### src/rtl/lkc_pkg.sv
// ---------------------------------------------------------------------------
// lkc_pkg
// Types and constants of the keyed slot cache directory.
// ---------------------------------------------------------------------------
`timescale 1ns / 1ps

package lkc_pkg;

	localparam int CELL_W     = 20;
	localparam int VAR_W      = 2;
	localparam int STAMP_W    = 64;
	localparam int SLOT_W     = 6;
	localparam int STATUS_W   = 2;
	localparam int CFG_IDX_W  = 1;
	localparam int CFG_DATA_W = 21;

	// Configuration register indexes
	localparam logic [CFG_IDX_W-1:0] CFG_LEVEL_READY = 1'd0;
	localparam logic [CFG_IDX_W-1:0] CFG_CELL_LIMIT  = 1'd1;

	// Result status codes
	localparam logic [STATUS_W-1:0] ST_REFUSED = 2'd0;
	localparam logic [STATUS_W-1:0] ST_HIT     = 2'd1;
	localparam logic [STATUS_W-1:0] ST_FILLED  = 2'd2;
	localparam logic [STATUS_W-1:0] ST_FAILED  = 2'd3;

	typedef struct packed {
		logic [CELL_W-1:0] dest_cell;
		logic [VAR_W-1:0]  variant;
		logic              fill_ok;
	} req_t;

	typedef struct packed {
		logic [STATUS_W-1:0] status;
		logic [SLOT_W-1:0]   slot_index;
	} rsp_t;

	// Stored key and stamp of one slot
	typedef struct packed {
		logic [CELL_W-1:0]  slot_cell;
		logic [VAR_W-1:0]   variant;
		logic [STAMP_W-1:0] stamp;
	} slot_word_t;

	// Slot as seen by the scan unit
	typedef struct packed {
		logic              valid;
		logic [CELL_W-1:0]  slot_cell;
		logic [VAR_W-1:0]   variant;
		logic [STAMP_W-1:0] stamp;
	} slot_entry_t;

endpackage

### src/rtl/lru_keyed_slot_cache.sv
// ---------------------------------------------------------------------------
// lru_keyed_slot_cache
// Fully associative slot directory keyed by cell and variant, LRU by stamp.
// ---------------------------------------------------------------------------
// One request per start pulse while busy is low; busy stays high through the
// result beat. A served request runs the scan state, where the shared compare
// unit walks the slot memory one slot per cycle through its single registered
// read port and then waits out the last read and compare, then the update state
// and the done state. Busy falls after the done cycle, so a new request is
// taken only once the last result has gone out. A refused request (no level
// ready, or dest_cell at or beyond the cell limit) answers in the cycle after
// the accepting edge with status 0 and slot 0, and the next request can be
// taken once busy has fallen after that done cycle. The done strobe lasts one
// cycle and the result must be taken then; it cannot be held off.
// Configuration writes take effect at once and belong in idle time.
// ---------------------------------------------------------------------------
`timescale 1ns / 1ps

module lru_keyed_slot_cache #(
	parameter int NUM_SLOTS = 8
) (
	input  logic                           clk,
	input  logic                           arst_n,
	input  logic                           cfg_we,
	input  logic [lkc_pkg::CFG_IDX_W-1:0]  cfg_index,
	input  logic [lkc_pkg::CFG_DATA_W-1:0] cfg_wdata,
	input  logic                           start,
	input  lkc_pkg::req_t                  req,
	output logic                           busy,
	output logic                           done,
	output lkc_pkg::rsp_t                  rsp
);

	localparam int IDX_W = (NUM_SLOTS > 1) ? $clog2(NUM_SLOTS) : 1;
	localparam int CNT_W = $clog2(NUM_SLOTS + 1);

	typedef enum logic [3:0] {
		S_IDLE = 4'b0001,
		S_SCAN = 4'b0010,
		S_UPD  = 4'b0100,
		S_DONE = 4'b1000
	} state_t;

	state_t                          state_q;
	logic                            level_ready_q;
	logic [lkc_pkg::CFG_DATA_W-1:0]  cell_limit_q;
	logic [lkc_pkg::STAMP_W-1:0]     counter_q;
	lkc_pkg::req_t                   req_q;
	logic [CNT_W-1:0]                scan_q;
	lkc_pkg::rsp_t                   rsp_q;
	logic                            done_q;

	logic                  accept;
	logic                  refuse;
	logic                  issue;
	logic                  scan_end;
	logic                  clear;
	logic                  wr_en;
	logic                  inv_en;
	logic [IDX_W-1:0]      wr_addr;
	lkc_pkg::slot_word_t   wr_word;
	lkc_pkg::slot_entry_t  rd_entry;
	logic                  cmp_busy;
	logic                  hit;
	logic [IDX_W-1:0]      hit_idx;
	logic [IDX_W-1:0]      victim_idx;

	// configuration registers
	always_ff @(posedge clk or negedge arst_n) begin
		if (!arst_n) begin
			level_ready_q <= 1'b0;
			cell_limit_q  <= '0;
		end else if (cfg_we) begin
			unique case (cfg_index)
				lkc_pkg::CFG_LEVEL_READY: level_ready_q <= cfg_wdata[0];
				lkc_pkg::CFG_CELL_LIMIT:  cell_limit_q  <= cfg_wdata;
				default: ;
			endcase
		end
	end

	// request checks
	always_comb begin
		accept   = start && (state_q == S_IDLE);
		refuse   = !level_ready_q || ({1'b0, req.dest_cell} >= cell_limit_q);
		issue    = (state_q == S_SCAN) && (scan_q != CNT_W'(NUM_SLOTS));
		scan_end = (state_q == S_SCAN) && (scan_q == CNT_W'(NUM_SLOTS)) && !cmp_busy;
		clear    = accept;
	end

	// sequencer
	always_ff @(posedge clk or negedge arst_n) begin
		if (!arst_n) begin
			state_q   <= S_IDLE;
			counter_q <= '0;
			scan_q    <= '0;
			done_q    <= 1'b0;
		end else begin
			done_q <= 1'b0;
			unique case (state_q)
				S_IDLE: begin
					if (accept) begin
						if (refuse) begin
							state_q <= S_DONE;
							done_q  <= 1'b1;
						end else begin
							state_q   <= S_SCAN;
							counter_q <= counter_q + 64'd1;
							scan_q    <= '0;
						end
					end
				end
				S_SCAN: begin
					if (issue) begin
						scan_q <= scan_q + CNT_W'(1);
					end
					if (scan_end) begin
						state_q <= S_UPD;
					end
				end
				S_UPD: begin
					state_q <= S_DONE;
					done_q  <= 1'b1;
				end
				S_DONE: begin
					state_q <= S_IDLE;
				end
				default: state_q <= S_IDLE;
			endcase
		end
	end

	// request and result payload
	always_ff @(posedge clk) begin
		if (accept) begin
			req_q <= req;
			if (refuse) begin
				rsp_q.status     <= lkc_pkg::ST_REFUSED;
				rsp_q.slot_index <= '0;
			end
		end else if (state_q == S_UPD) begin
			if (hit) begin
				rsp_q.status     <= lkc_pkg::ST_HIT;
				rsp_q.slot_index <= lkc_pkg::SLOT_W'(hit_idx);
			end else begin
				rsp_q.status     <= req_q.fill_ok ? lkc_pkg::ST_FILLED : lkc_pkg::ST_FAILED;
				rsp_q.slot_index <= lkc_pkg::SLOT_W'(victim_idx);
			end
		end
	end

	// slot update: restamp on hit, fill or invalidate the victim on miss
	always_comb begin
		wr_en             = (state_q == S_UPD) && (hit || req_q.fill_ok);
		inv_en            = (state_q == S_UPD) && !hit && !req_q.fill_ok;
		wr_addr           = hit ? hit_idx : victim_idx;
		wr_word.slot_cell = req_q.dest_cell;
		wr_word.variant   = req_q.variant;
		wr_word.stamp     = counter_q;
	end

	lkc_slot_store #(
		.NUM_SLOTS(NUM_SLOTS)
	) u_store (
		.clk      (clk),
		.arst_n   (arst_n),
		.rd_en    (issue),
		.rd_addr  (scan_q[IDX_W-1:0]),
		.rd_entry (rd_entry),
		.wr_en    (wr_en),
		.inv_en   (inv_en),
		.wr_addr  (wr_addr),
		.wr_word  (wr_word)
	);

	lkc_scan #(
		.NUM_SLOTS(NUM_SLOTS)
	) u_scan (
		.clk         (clk),
		.arst_n      (arst_n),
		.clear       (clear),
		.issue       (issue),
		.issue_idx   (scan_q[IDX_W-1:0]),
		.key_cell    (req_q.dest_cell),
		.key_variant (req_q.variant),
		.entry       (rd_entry),
		.busy_scan   (cmp_busy),
		.hit         (hit),
		.hit_idx     (hit_idx),
		.victim_idx  (victim_idx)
	);

	assign busy = (state_q != S_IDLE);
	assign done = done_q;
	assign rsp  = rsp_q;

endmodule

### src/rtl/lkc_slot_store.sv
// ---------------------------------------------------------------------------
// lkc_slot_store
// Slot memory with one registered read port and one write port, plus
// per-slot valid and stamped flags in flops.
// ---------------------------------------------------------------------------
`timescale 1ns / 1ps

module lkc_slot_store #(
	parameter int NUM_SLOTS = 8
) (
	input  logic                 clk,
	input  logic                 arst_n,
	input  logic                 rd_en,
	input  logic [(NUM_SLOTS > 1 ? $clog2(NUM_SLOTS) : 1)-1:0] rd_addr,
	output lkc_pkg::slot_entry_t rd_entry,
	input  logic                 wr_en,
	input  logic                 inv_en,
	input  logic [(NUM_SLOTS > 1 ? $clog2(NUM_SLOTS) : 1)-1:0] wr_addr,
	input  lkc_pkg::slot_word_t  wr_word
);

	lkc_pkg::slot_word_t    mem_q [NUM_SLOTS];
	lkc_pkg::slot_word_t    rd_word_q;
	logic [NUM_SLOTS-1:0]   valid_q;
	logic [NUM_SLOTS-1:0]   stamped_q;
	logic                   rd_valid_q;
	logic                   rd_stamped_q;

	// key/stamp storage, registered read
	always_ff @(posedge clk) begin
		if (wr_en) begin
			mem_q[wr_addr] <= wr_word;
		end
		if (rd_en) begin
			rd_word_q <= mem_q[rd_addr];
		end
	end

	// valid and stamped flags; an unstamped slot reads a zero stamp
	always_ff @(posedge clk or negedge arst_n) begin
		if (!arst_n) begin
			valid_q      <= '0;
			stamped_q    <= '0;
			rd_valid_q   <= 1'b0;
			rd_stamped_q <= 1'b0;
		end else begin
			if (wr_en) begin
				valid_q[wr_addr]   <= 1'b1;
				stamped_q[wr_addr] <= 1'b1;
			end else if (inv_en) begin
				valid_q[wr_addr] <= 1'b0;
			end
			if (rd_en) begin
				rd_valid_q   <= valid_q[rd_addr];
				rd_stamped_q <= stamped_q[rd_addr];
			end
		end
	end

	always_comb begin
		rd_entry.valid     = rd_valid_q;
		rd_entry.slot_cell = rd_word_q.slot_cell;
		rd_entry.variant   = rd_word_q.variant;
		rd_entry.stamp     = rd_stamped_q ? rd_word_q.stamp : '0;
	end

endmodule

### src/rtl/lkc_scan.sv
// ---------------------------------------------------------------------------
// lkc_scan
// Shared compare unit: takes one slot per beat, tracks the first key hit
// and the lowest-numbered slot with the smallest stamp.
// ---------------------------------------------------------------------------
`timescale 1ns / 1ps

module lkc_scan #(
	parameter int NUM_SLOTS = 8
) (
	input  logic                 clk,
	input  logic                 arst_n,
	input  logic                 clear,
	input  logic                 issue,
	input  logic [(NUM_SLOTS > 1 ? $clog2(NUM_SLOTS) : 1)-1:0] issue_idx,
	input  logic [lkc_pkg::CELL_W-1:0] key_cell,
	input  logic [lkc_pkg::VAR_W-1:0]  key_variant,
	input  lkc_pkg::slot_entry_t entry,
	output logic                 busy_scan,
	output logic                 hit,
	output logic [(NUM_SLOTS > 1 ? $clog2(NUM_SLOTS) : 1)-1:0] hit_idx,
	output logic [(NUM_SLOTS > 1 ? $clog2(NUM_SLOTS) : 1)-1:0] victim_idx
);

	localparam int IDX_W = (NUM_SLOTS > 1) ? $clog2(NUM_SLOTS) : 1;

	logic                         cmp_vld_s1;
	logic [IDX_W-1:0]             cmp_idx_s1;
	logic                         hit_q;
	logic [IDX_W-1:0]             hit_idx_q;
	logic [IDX_W-1:0]             victim_q;
	logic [lkc_pkg::STAMP_W-1:0]  min_stamp_q;
	logic                         match;
	logic                         older;

	// align slot index with the registered read data
	always_ff @(posedge clk or negedge arst_n) begin
		if (!arst_n) begin
			cmp_vld_s1 <= 1'b0;
			cmp_idx_s1 <= '0;
		end else begin
			cmp_vld_s1 <= issue;
			cmp_idx_s1 <= issue_idx;
		end
	end

	// the compare unit: key equality and stamp less-than
	always_comb begin
		match = entry.valid && (entry.slot_cell == key_cell) &&
			(entry.variant == key_variant);
		older = (cmp_idx_s1 == '0) || (entry.stamp < min_stamp_q);
	end

	// running hit and oldest-slot trackers; strict less keeps the first tie
	always_ff @(posedge clk or negedge arst_n) begin
		if (!arst_n) begin
			hit_q       <= 1'b0;
			hit_idx_q   <= '0;
			victim_q    <= '0;
			min_stamp_q <= '0;
		end else if (clear) begin
			hit_q <= 1'b0;
		end else if (cmp_vld_s1) begin
			if (match && !hit_q) begin
				hit_q     <= 1'b1;
				hit_idx_q <= cmp_idx_s1;
			end
			if (older) begin
				min_stamp_q <= entry.stamp;
				victim_q    <= cmp_idx_s1;
			end
		end
	end

	assign busy_scan  = cmp_vld_s1;
	assign hit        = hit_q;
	assign hit_idx    = hit_idx_q;
	assign victim_idx = victim_q;

endmodule

### config.mk
export PLATFORM = sky130hd
export DESIGN_NAME = lru_keyed_slot_cache
export DESIGN_NICKNAME = d
export VERILOG_FILES = /design/src/rtl/lkc_pkg.sv /design/src/rtl/lru_keyed_slot_cache.sv /design/src/rtl/lkc_slot_store.sv /design/src/rtl/lkc_scan.sv
export SDC_FILE = /design/constraint.sdc
export NUM_CORES = 1
export LEC_CHECK = 0
export ABC_CLOCK_PERIOD_IN_PS = 21600
export BUFFER_PORTS_ARGS = -buffer_cell sky130_fd_sc_hd__buf_4
export CORE_MARGIN = 2
export CORE_UTILIZATION = 40
export CTS_CLUSTER_SIZE = 16
export DETAILED_ROUTE_END_ITERATION = 12
export PLACE_DENSITY = 0.57
export SYNTH_ARGS = -nofsm -noshare
export SYNTH_HDL_FRONTEND = slang
export SYNTH_SLANG_ARGS = --single-unit
### constraint.sdc
create_clock -name clk -period 21.6 [get_ports clk]
set_clock_uncertainty 0.15 [all_clocks]
set_input_delay 2.16 -clock clk [delete_from_list [all_inputs] [get_ports clk]]
set_output_delay 2.16 -clock clk [all_outputs]
set_load 0.01 [all_outputs]
* After elaboration in Yosys (flattened, before gate mapping)
Memory sizes are Yosys's and may differ from the RTL's. A register that Yosys moved wholly into a read port is not among the register bits.
Cells that the tools add are included.
** Cells by class
- Multipliers :: 0
- Shift operators :: 0
- $add $sub $neg :: 2
- Magnitude comparators :: 5
- Equal/unequal tests :: 13
- Multiplexer cells :: 31
- Reduce and logical (&&, ||, !) cells :: 33
- Divide/modulo/power cells :: 0
- Bitwise logic cells :: 7
** Operator list (count)
- 64-bit by 1-bit adder with 64-bit output, second input constant :: 1
- 64-bit less-than comparator :: 1
- 64-bit two-way mux :: 1
- 8-bit two-way mux :: 6
- 4-bit two-way mux :: 6
- 20-bit by 21-bit >= comparator with 1-bit output :: 1
- 20-bit equality test :: 1
- 8-bit bitwise OR :: 2
- 4-bit case mux with 3 select lines :: 1
- 1-bit logical AND :: 11
- 1-bit two-way mux :: 11
- 2-bit AND reduction :: 5
- 2-bit nonzero test :: 5
- 3-bit AND reduction :: 3
- 8-bit AND :: 1
- 3-bit by 4-bit less-than comparator with 1-bit output, second input constant :: 2
- 8-bit inverter :: 1
- 4-bit case mux with 2 select lines :: 1
- 1-bit binary-select mux with 3-bit select :: 2
- 2-bit != test, second input constant :: 3
- 4-bit by 1-bit adder with 4-bit output, second input constant :: 1
- 4-bit by 1-bit equality test with 1-bit output, second input constant :: 1
- 4-bit by 2-bit equality test with 1-bit output, second input constant :: 1
- 4-bit by 3-bit equality test with 1-bit output, second input constant :: 1
- other kinds (14) :: 22
** Storage, ports and cells
- Latch bits :: 0
- Bits of input ports :: 49
- ROM bits :: 0
- Register bits :: 219
- Memories :: 1
- RAM bits :: 688
- Output and inout port bits :: 10
** Memory list
- u_store.mem_q :: words 8, width 86, read ports 1, clocked after Yosys merged registers in 1, write ports 1, line lkc_slot_store.sv:22 : lkc_pkg::slot_word_t mem_q [NUM_SLOTS];

* Logic depth before layout (Yosys ltp)
Gate-level depths: netlist (run 1).
- Word-level depth :: 9
- Depth in mapped cells :: 14
- Depth with buffers taken out :: 10

* Hierarchy
From an unflattened synthesis (run 1), not the netlist that was laid out.
** Unflattened totals
- Cell total of the unflattened synthesis :: 2190
- Area total of the unflattened synthesis :: 40314.9 µm²
** By module, submodules not included
- lkc_slot_store :: area each 29791.1 µm², instances 1, cells an instance 1248, seq. area each 23692.7 µm²
- lru_keyed_slot_cache :: area each 5883.1 µm², instances 1, cells an instance 511, seq. area each 3219.3 µm²
- lkc_scan :: area each 4640.7 µm², instances 1, cells an instance 431, seq. area each 1876.8 µm²

* Worst setup path before layout (run 1)
No wires, ideal clock.
- Kind :: register to register
- Start point :: register scan_q[0]
- End point :: register scan_q[0]
- Path slack :: 14.108 ns
- Period minus slack after synthesis :: 7.492 ns
- Stages on the path, launching flop included :: 9
- Setup time :: 0.148 ns
- Arrival time :: 7.194 ns
- Required time :: 21.302 ns
- Path through :: dfrtp_1 clkbuf_1 buf_2 clkbuf_1 inv_1 ha_1 a31oi_1 nor2_1 mux2_2
** On the way
- Cells in the longest elaborated chain, start to end :: 4
- Elaborated cells between the ends (all ways) :: 7
- Those cells by class :: add/sub: 1; eq/ne: 2; mux: 2; reduce/logical: 2
** RTL lines
- from (decl) :: line lru_keyed_slot_cache.sv:49 : logic [CNT_W-1:0] scan_q;
- from (signal assigned) :: line lru_keyed_slot_cache.sv:115 : scan_q <= scan_q + CNT_W'(1);
- 4-bit != test :: line lru_keyed_slot_cache.sv:86 : issue = (state_q == S_SCAN) && (scan_q != CNT_W'(NUM_SLOTS));
- 1-bit logical AND :: line lru_keyed_slot_cache.sv:86
- via issue :: line lru_keyed_slot_cache.sv:55 : logic issue;
- 2-bit by 1-bit != test with 1-bit output (no line)
- 4-bit AND reduction (no line)
The timed path passes the listed nets, and every way through them passes these cells. The select of a mux whose other input is x is not followed.
A chain may end at the register's enable or synchronous reset.

==> results.json, run 1 <==
{
  "status": "completed",
  "start_kind": "flip-flop",
  "finalInstanceArea_mm2": 0.0467,
  "postCtsSetupRepairBufs": 0,
  "cp_data_arrival_time_ns": 5.29,
  "timing.setup.tns_ns": 0,
  "fmax_mhz": 203,
  "dp_hpwl_um": 54000,
  "finalCritPeriodShare_pct": 22.8,
  "worst_path_largest_cell_delay_ns": 0.84,
  "ys_seq_elements": 990,
  "worstPathCellList": "buf_4, nand2_1, inv_1, ha_1, a21oi_1, o21ai_0, a221oi_1, o211ai_1, o211a_1, nor2_4, buf_4, o221ai_1",
  "synthArstFlopShare_pct": 19.0,
  "die_w_um": 325,
  "setup_violations": 0,
  "drt_iter0_markers": 1991,
  "final_cell_count_no_fill": 4216,
  "synth_area_leaders": "edfxtp_1, dfrtp_1, mux4_2",
  "die_h_um": 325,
  "synth_cells": 2706,
  "rsz0062_at_grt": "no",
  "fin_util_pct": 45.7,
  "crit_family": "compound AO/OA/AOI/OAI gates",
  "crit_path_end_kind": "flip-flop",
  "crit_start": "u_store.rd_stamped_q",
  "drv_slew": 0,
  "drive_gt1_share_pct": 17.0,
  "post-place-ws_ns": 16.26,
  "final_common_cell": "edfxtp_1",
  "worst_pin_slew_ns": 1.07,
  "synth_top_area_share_pct": 58.3,
  "cts_sinks": 990,
  "max_slew_margin_pct": 29.0,
  "leakagePower_nw": 18.1,
  "clock_power_share_pct": 34.8,
  "clkTransAtPathRegs_ns": 0.06,
  "io_pins": 59,
  "root_buffer": "clkbuf_16",
  "crit_buf_inv": 3,
  "ys_seq_area_share_pct": 69.7,
  "synth_edf_count": 802,
  "grt_use_total_pct": 18.3,
  "ys.warnings.count": 0,
  "critPathKind": "flip-flop to flip-flop",
  "routed_wl_um": 96100,
  "numCtsBuffers": 102,
  "h-tree-depth": 3,
  "synth-main-ff-cell": "edfxtp_1",
  "power_report.internal_total_w": 0.00371,
  "antenna_found_initial": 1,
  "placed_area_mm2": 0.0433,
  "grt_pass1_vias": 24000,
  "wire_per_inst_um": 22.8,
  "overflow": 0,
  "drc": 0,
  "gp_congestion": 0.809,
  "fin_crit_ns": 4.93,
  "dr.pass1.iters": 5,
  "ir_worst_vdd_mv": 0.0682,
  "setup_ws_ns": 16.67,
  "pwr-share-comb_pct": 19.2,
  "pwr-share-seq_pct": 46.0,
  "yosysTopAreaCell": "edfxtp_1",
  "crit_fanout": 65,
  "die-area_mm2": 0.106,
  "p_switching_w": 0.00148,
  "crit_path_frequent_cell": "buf_4",
  "vias": 23100,
  "start_util_pct": 40.4,
  "layout_common_cells": "edfxtp_1, nand2_1, dfrtp_1",
  "insertion_delay_ns": 0.67,
  "power-per-cell-area_mw_per_mm2": 111,
  "syn_area_per_cell_um2": 15.3,
  "finalHoldViolCount": 0,
  "cts_tree": "done",
  "hp-class": "flip-flop to flip-flop",
  "grt_max_degree": 94,
  "maxCapViolations": 0,
  "crit_slowest_cell": "a221oi_1",
  "cts_hold_buf": 0,
  "ctsLongestPathBuffers": 3,
  "power_switching_share_pct": 28.5,
  "hp-start": "u_store.stamped_q[3]",
  "synthDistinctLibCells": 63,
  "num_rows": 117,
  "placed_cells": 4026,
  "r2r-start": "u_store.rd_stamped_q",
  "diodes": 0,
  "antenna_left": 0,
  "crit_required_ns": 21.96,
  "fp.coreArea_mm2": 0.102,
  "post_cts_resized": 0,
  "grt_pass1_wl_um": 148000,
  "vias_per_cell": 5.48,
  "syn-cell-area_mm2": 0.0413,
  "area_growth_pct": 13.0,
  "fin_nets": 2897,
  "port_buffers": 55
}
cells in the mapped netlist (3+ instances only):
library cell / instances
or2_2: 7
and4_1: 7
nor2_1: 39
or3_1: 4
edfxtp_1: 802
xnor2_1: 24
nand2_1: 466
nand4_1: 93
and3_1: 18
buf_4: 3
buf_1: 27
mux2_2: 27
nor4_1: 23
nor3_1: 86
inv_1: 163
o21ai_0: 29
clkbuf_1: 95
mux4_2: 176
ha_1: 86
nor3b_1: 5
buf_2: 11
xor2_1: 63
a221oi_1: 3
nor4b_1: 4
and2_1: 8
dfrtp_1: 187
a31oi_1: 5
a21o_1: 8
nor2b_1: 3
mux2i_1: 3
a21oi_1: 94
a31o_2: 3
nand2b_1: 7
o211ai_1: 68
nand3_1: 23
final timing paths:
check | endpoint | slack, ns | depth (start not counted)
worst max-delay path | u_scan.victim_idx[0] | 16.67 | 12
worst min-delay path | u_store.stamped_q[3] | 0.32 | 1
worst max register to register | u_scan.victim_idx[0] | 16.67 | 12
worst min register to register | u_store.stamped_q[3] | 0.32 | 1
max in group asynchronous | counter_q[3] | 18.54 | 2
min in group asynchronous | cell_limit_q[4] | 1.32 | 1
kinds of logic after synthesis:
logic type	count (synthesis)	synth area share, %
flip-flops	990	69.7
AND/OR/NAND/NOR	806	9.13
buffers and inverters	303	2.85
AO/OA/AOI/OAI	227	3.50
multiplexers	206	10.4
XOR/XNOR	87	1.84
adder cells (fa/ha/maj)	86	2.60
other	1	0.00907
flip-flops by register name, indices dropped and copies added (netlist names), 8 cells and up, named ones only:
| register | cells |
|---|---|
| u_store.mem_q | 688 |
| counter_q | 64 |
| u_scan.min_stamp_q | 64 |
| u_store.rd_word_q | 64 |
| req_q | 23 |
| u_store.rd_entry | 22 |
| cell_limit_q | 21 |
| u_store.stamped_q | 8 |
final cells by class:
type	instances	area, um2
Fill cell	8879	55500
Tap cell	1368	1710
Multi-Input combinational cell	1415	11400
Clock inverter	65	733
Clock buffer	125	2710
Sequential cell	990	28800
Inverter	165	631
Timing Repair Buffer	88	667
power by group through the flow:
stage / Clock [W] / Combinational [W] / Sequential (W)
5_1_grt: 0.00191 / 0.00111 / 0.00241
3_3_place_gp: 0 / 0.000971 / 0.00241
6_report: 0.00180 / 0.000995 / 0.00239
3_5_place_dp: 0 / 0.00100 / 0.00242
4_1_cts: 0.00184 / 0.00101 / 0.00239
2_1_floorplan: 0 / 0.000753 / 0.00236
through the flow:
step,hold slack [ns],total power [W]
after global routing,0.331,0.00543
after CTS,0.317,0.00523
final,0.319,0.00519
after global placement,0.295,0.00339
after floorplan,0.202,0.00311
after detailed placement,0.302,0.00343
per-layer routing:
layer / GRT usage (%) / share of wire (%) / routed length [um] / up-vias
li1: - / - / - / 10300
met1: 24.9 / 44 / 42500 / 12100
met3: 2.23 / 4.0 / 3890 / 137
met5: 0 / 0 / 0 / -
met4: 5.08 / 1.9 / 1850 / 0
met2: 31.0 / 50 / 47900 / 559
(Power assumes the default switching activity.)
==> run 2: changes to the inputs <==
--- a/config.mk
+++ b/config.mk
@@ -5,7 +5,7 @@
 export SDC_FILE = /design/constraint.sdc
 export NUM_CORES = 1
 export LEC_CHECK = 0
-export ABC_CLOCK_PERIOD_IN_PS = 21600
+export ABC_CLOCK_PERIOD_IN_PS = 5000
 export BUFFER_PORTS_ARGS = -buffer_cell sky130_fd_sc_hd__buf_4
 export CORE_MARGIN = 2
 export CORE_UTILIZATION = 40
==> constraint.sdc (replaced) <==
create_clock -name clk -period 5 [get_ports clk]
set_clock_uncertainty 0.15 [all_clocks]
set_input_delay 0.5 -clock clk [delete_from_list [all_inputs] [get_ports clk]]
set_output_delay 0.5 -clock clk [all_outputs]
set_load 0.01 [all_outputs]
==> results.json, run 2 (same netlist as run 1, synthesis figures left out) <==
{
  "setup_violations": 0,
  "regMostFlops": "u_store.mem_q",
  "status": "completed",
  "fin_crit_ns": 3.95,
  "cts_tree": "done",
  "dr.pass1.iters": 5,
  "dp_hpwl_um": 52600,
  "routed_wl_um": 94800,
  "postCtsSetupRepairBufs": 0,
  "ctsLongestPathBuffers": 3,
  "grt_max_degree": 110,
  "finalCritPeriodShare_pct": 79.1,
  "cts_hold_buf": 46,
  "seqCellArea_mm2": 0.0288,
  "start_util_pct": 40.4,
  "diodes": 0,
  "max_slew_margin_pct": 25.5,
  "cp.depth": 12,
  "n_fill_cell": 8829,
  "drv_slew": 0,
  "fmax_mhz": 253,
  "timing.setup.tns_ns": 0,
  "insertion_delay_ns": 0.67,
  "critPathKind": "flip-flop to flip-flop",
  "layout_common_cells": "edfxtp_1, nand2_1, dfrtp_1",
  "drive_gt1_share_pct": 16.9,
  "maxCapViolations": 0,
  "rsz0062_at_grt": "no",
  "ff2ff_path_depth": 12,
  "drt_iter0_markers": 1687,
  "worst_pin_slew_ns": 1.11,
  "grt_use_total_pct": 17.9,
  "io_pins": 59,
  "final_common_cell": "edfxtp_1",
  "crit_path_end_kind": "flip-flop",
  "power_w": 0.0222,
  "crit_fanout": 45,
  "largest_reg_flops": 688,
  "drc": 0,
  "gp_congestion": 0.788,
  "vias_per_cell": 5.44,
  "die_w_um": 325,
  "h-tree-depth": 3,
  "post_cts_resized": 0,
  "worstPathCellList": "buf_12, nand2_1, inv_1, ha_1, a21oi_1, o21ai_0, a221oi_1, o211ai_1, o211ai_1, buf_4, nand4_1, o211ai_1",
  "crit_family": "compound AO/OA/AOI/OAI gates",
  "grt_pass1_vias": 24200,
  "vias": 23200,
  "port_buffers": 55,
  "antenna_found_initial": 0,
  "leakagePower_nw": 18.3,
  "finalHoldViolCount": 0,
  "fp.coreArea_mm2": 0.102,
  "hold_depth": 3,
  "crit_slowest_cell": "dfrtp_2",
  "crit_buf_inv": 3,
  "start_kind": "flip-flop",
  "power-per-cell-area_mw_per_mm2": 470,
  "overflow": 0,
  "numCtsBuffers": 100,
  "ir_worst_vdd_mv": 0.268,
  "multiInputGateArea_mm2": 0.0114,
  "die_h_um": 325,
  "grt_pass1_wl_um": 146000,
  "crit_path_frequent_cell": "o211ai_1",
  "die-area_mm2": 0.106,
  "wire_per_inst_um": 22.2,
  "cts_sinks": 990,
  "cp_data_arrival_time_ns": 4.35,
  "num_rows": 117,
  "fin_nets": 2955,
  "clkTransAtPathRegs_ns": 0.06,
  "area_growth_pct": 14.5,
  "antenna_left": 0,
  "root_buffer": "clkbuf_16",
  "worst_path_largest_cell_delay_ns": 0.90,
  "hp-class": "input port to flip-flop",
  "crit_required_ns": 5.40
}
[run 2: changes by cell type in the layout (fill, tap and decap cells not counted), sizes merged]
cell,change
clkinv,-9
clkinvlp,-3
inv,-1
bufinv,-2
dlygate4sd3,+46
buf,+14
clkbuf,+10
[run 2: path summary, 6_finish.rpt]
kind,startpoint,end,slack [ns]
worst max-delay path,u_store.rd_stamped_q,u_scan.min_stamp_q[49],1.05
worst min-delay path,start,state_q[2],0.07
worst max register to register,u_store.rd_stamped_q,u_scan.min_stamp_q[49],1.05
worst min register to register,u_store.stamped_q[6],u_store.stamped_q[6],0.31
max in group asynchronous,arst_n,scan_q[1],3.24
min in group asynchronous,arst_n,cell_limit_q[3],0.26
[run 2: area by class of cell]
class                   count  share of cell area (%)
clock buffers             135                    5.78
flip-flops and latches    990                    60.9
clock inverters            50                    1.29
inverters                 165                    1.33
repair buffers            148                    2.95
well taps                1368                    3.62
multi-input cells        1415                    24.2
[run 2: tightest hold or removal path, cell delays in order]
cell and delay, ns:
buf_4 0.13, nor2_1 0.14, nor4_1 0.06
[run 2: where the power goes]
| group | total (W) | internal [W] | switching [W] |
|---|---|---|---|
| Combinational | 0.00431 | 0.00176 | 0.00255 |
| Clock | 0.00762 | 0.00451 | 0.00311 |
| Sequential | 0.0103 | 0.00968 | 0.000638 |
[run 2: metal layers]
| layer | wire length (um) | global-route usage, % | up-vias |
|---|---|---|---|
| li1 | - | - | 10400 |
| met1 | 41100 | 24.1 | 12100 |
| met2 | 47400 | 30.6 | 570 |
| met3 | 4040 | 2.37 | 152 |
| met4 | 2260 | 5.31 | 0 |
| met5 | 0 | 0 | - |
[run 2: stage by stage]
| stage | utilization, % | instances | instance area [um2] | hold WS (ns) | setup WS, ns |
|---|---|---|---|---|---|
| finish | 46.3 | 4271 | 47300 | 0.0726 | 1.05 |
| global route | 46.3 | 4271 | 47300 | 0.0541 | 0.863 |
| CTS | 46.3 | 4271 | 47300 | 0.0364 | 1.08 |
| detailed placement | 42.6 | 4040 | 43500 | 0.299 | 1.13 |
| global placement | 42.6 | 4040 | 43500 | 0.297 | 1.17 |
| floorplan | - | 2708 | 41400 | 0.0544 | -0.896 |
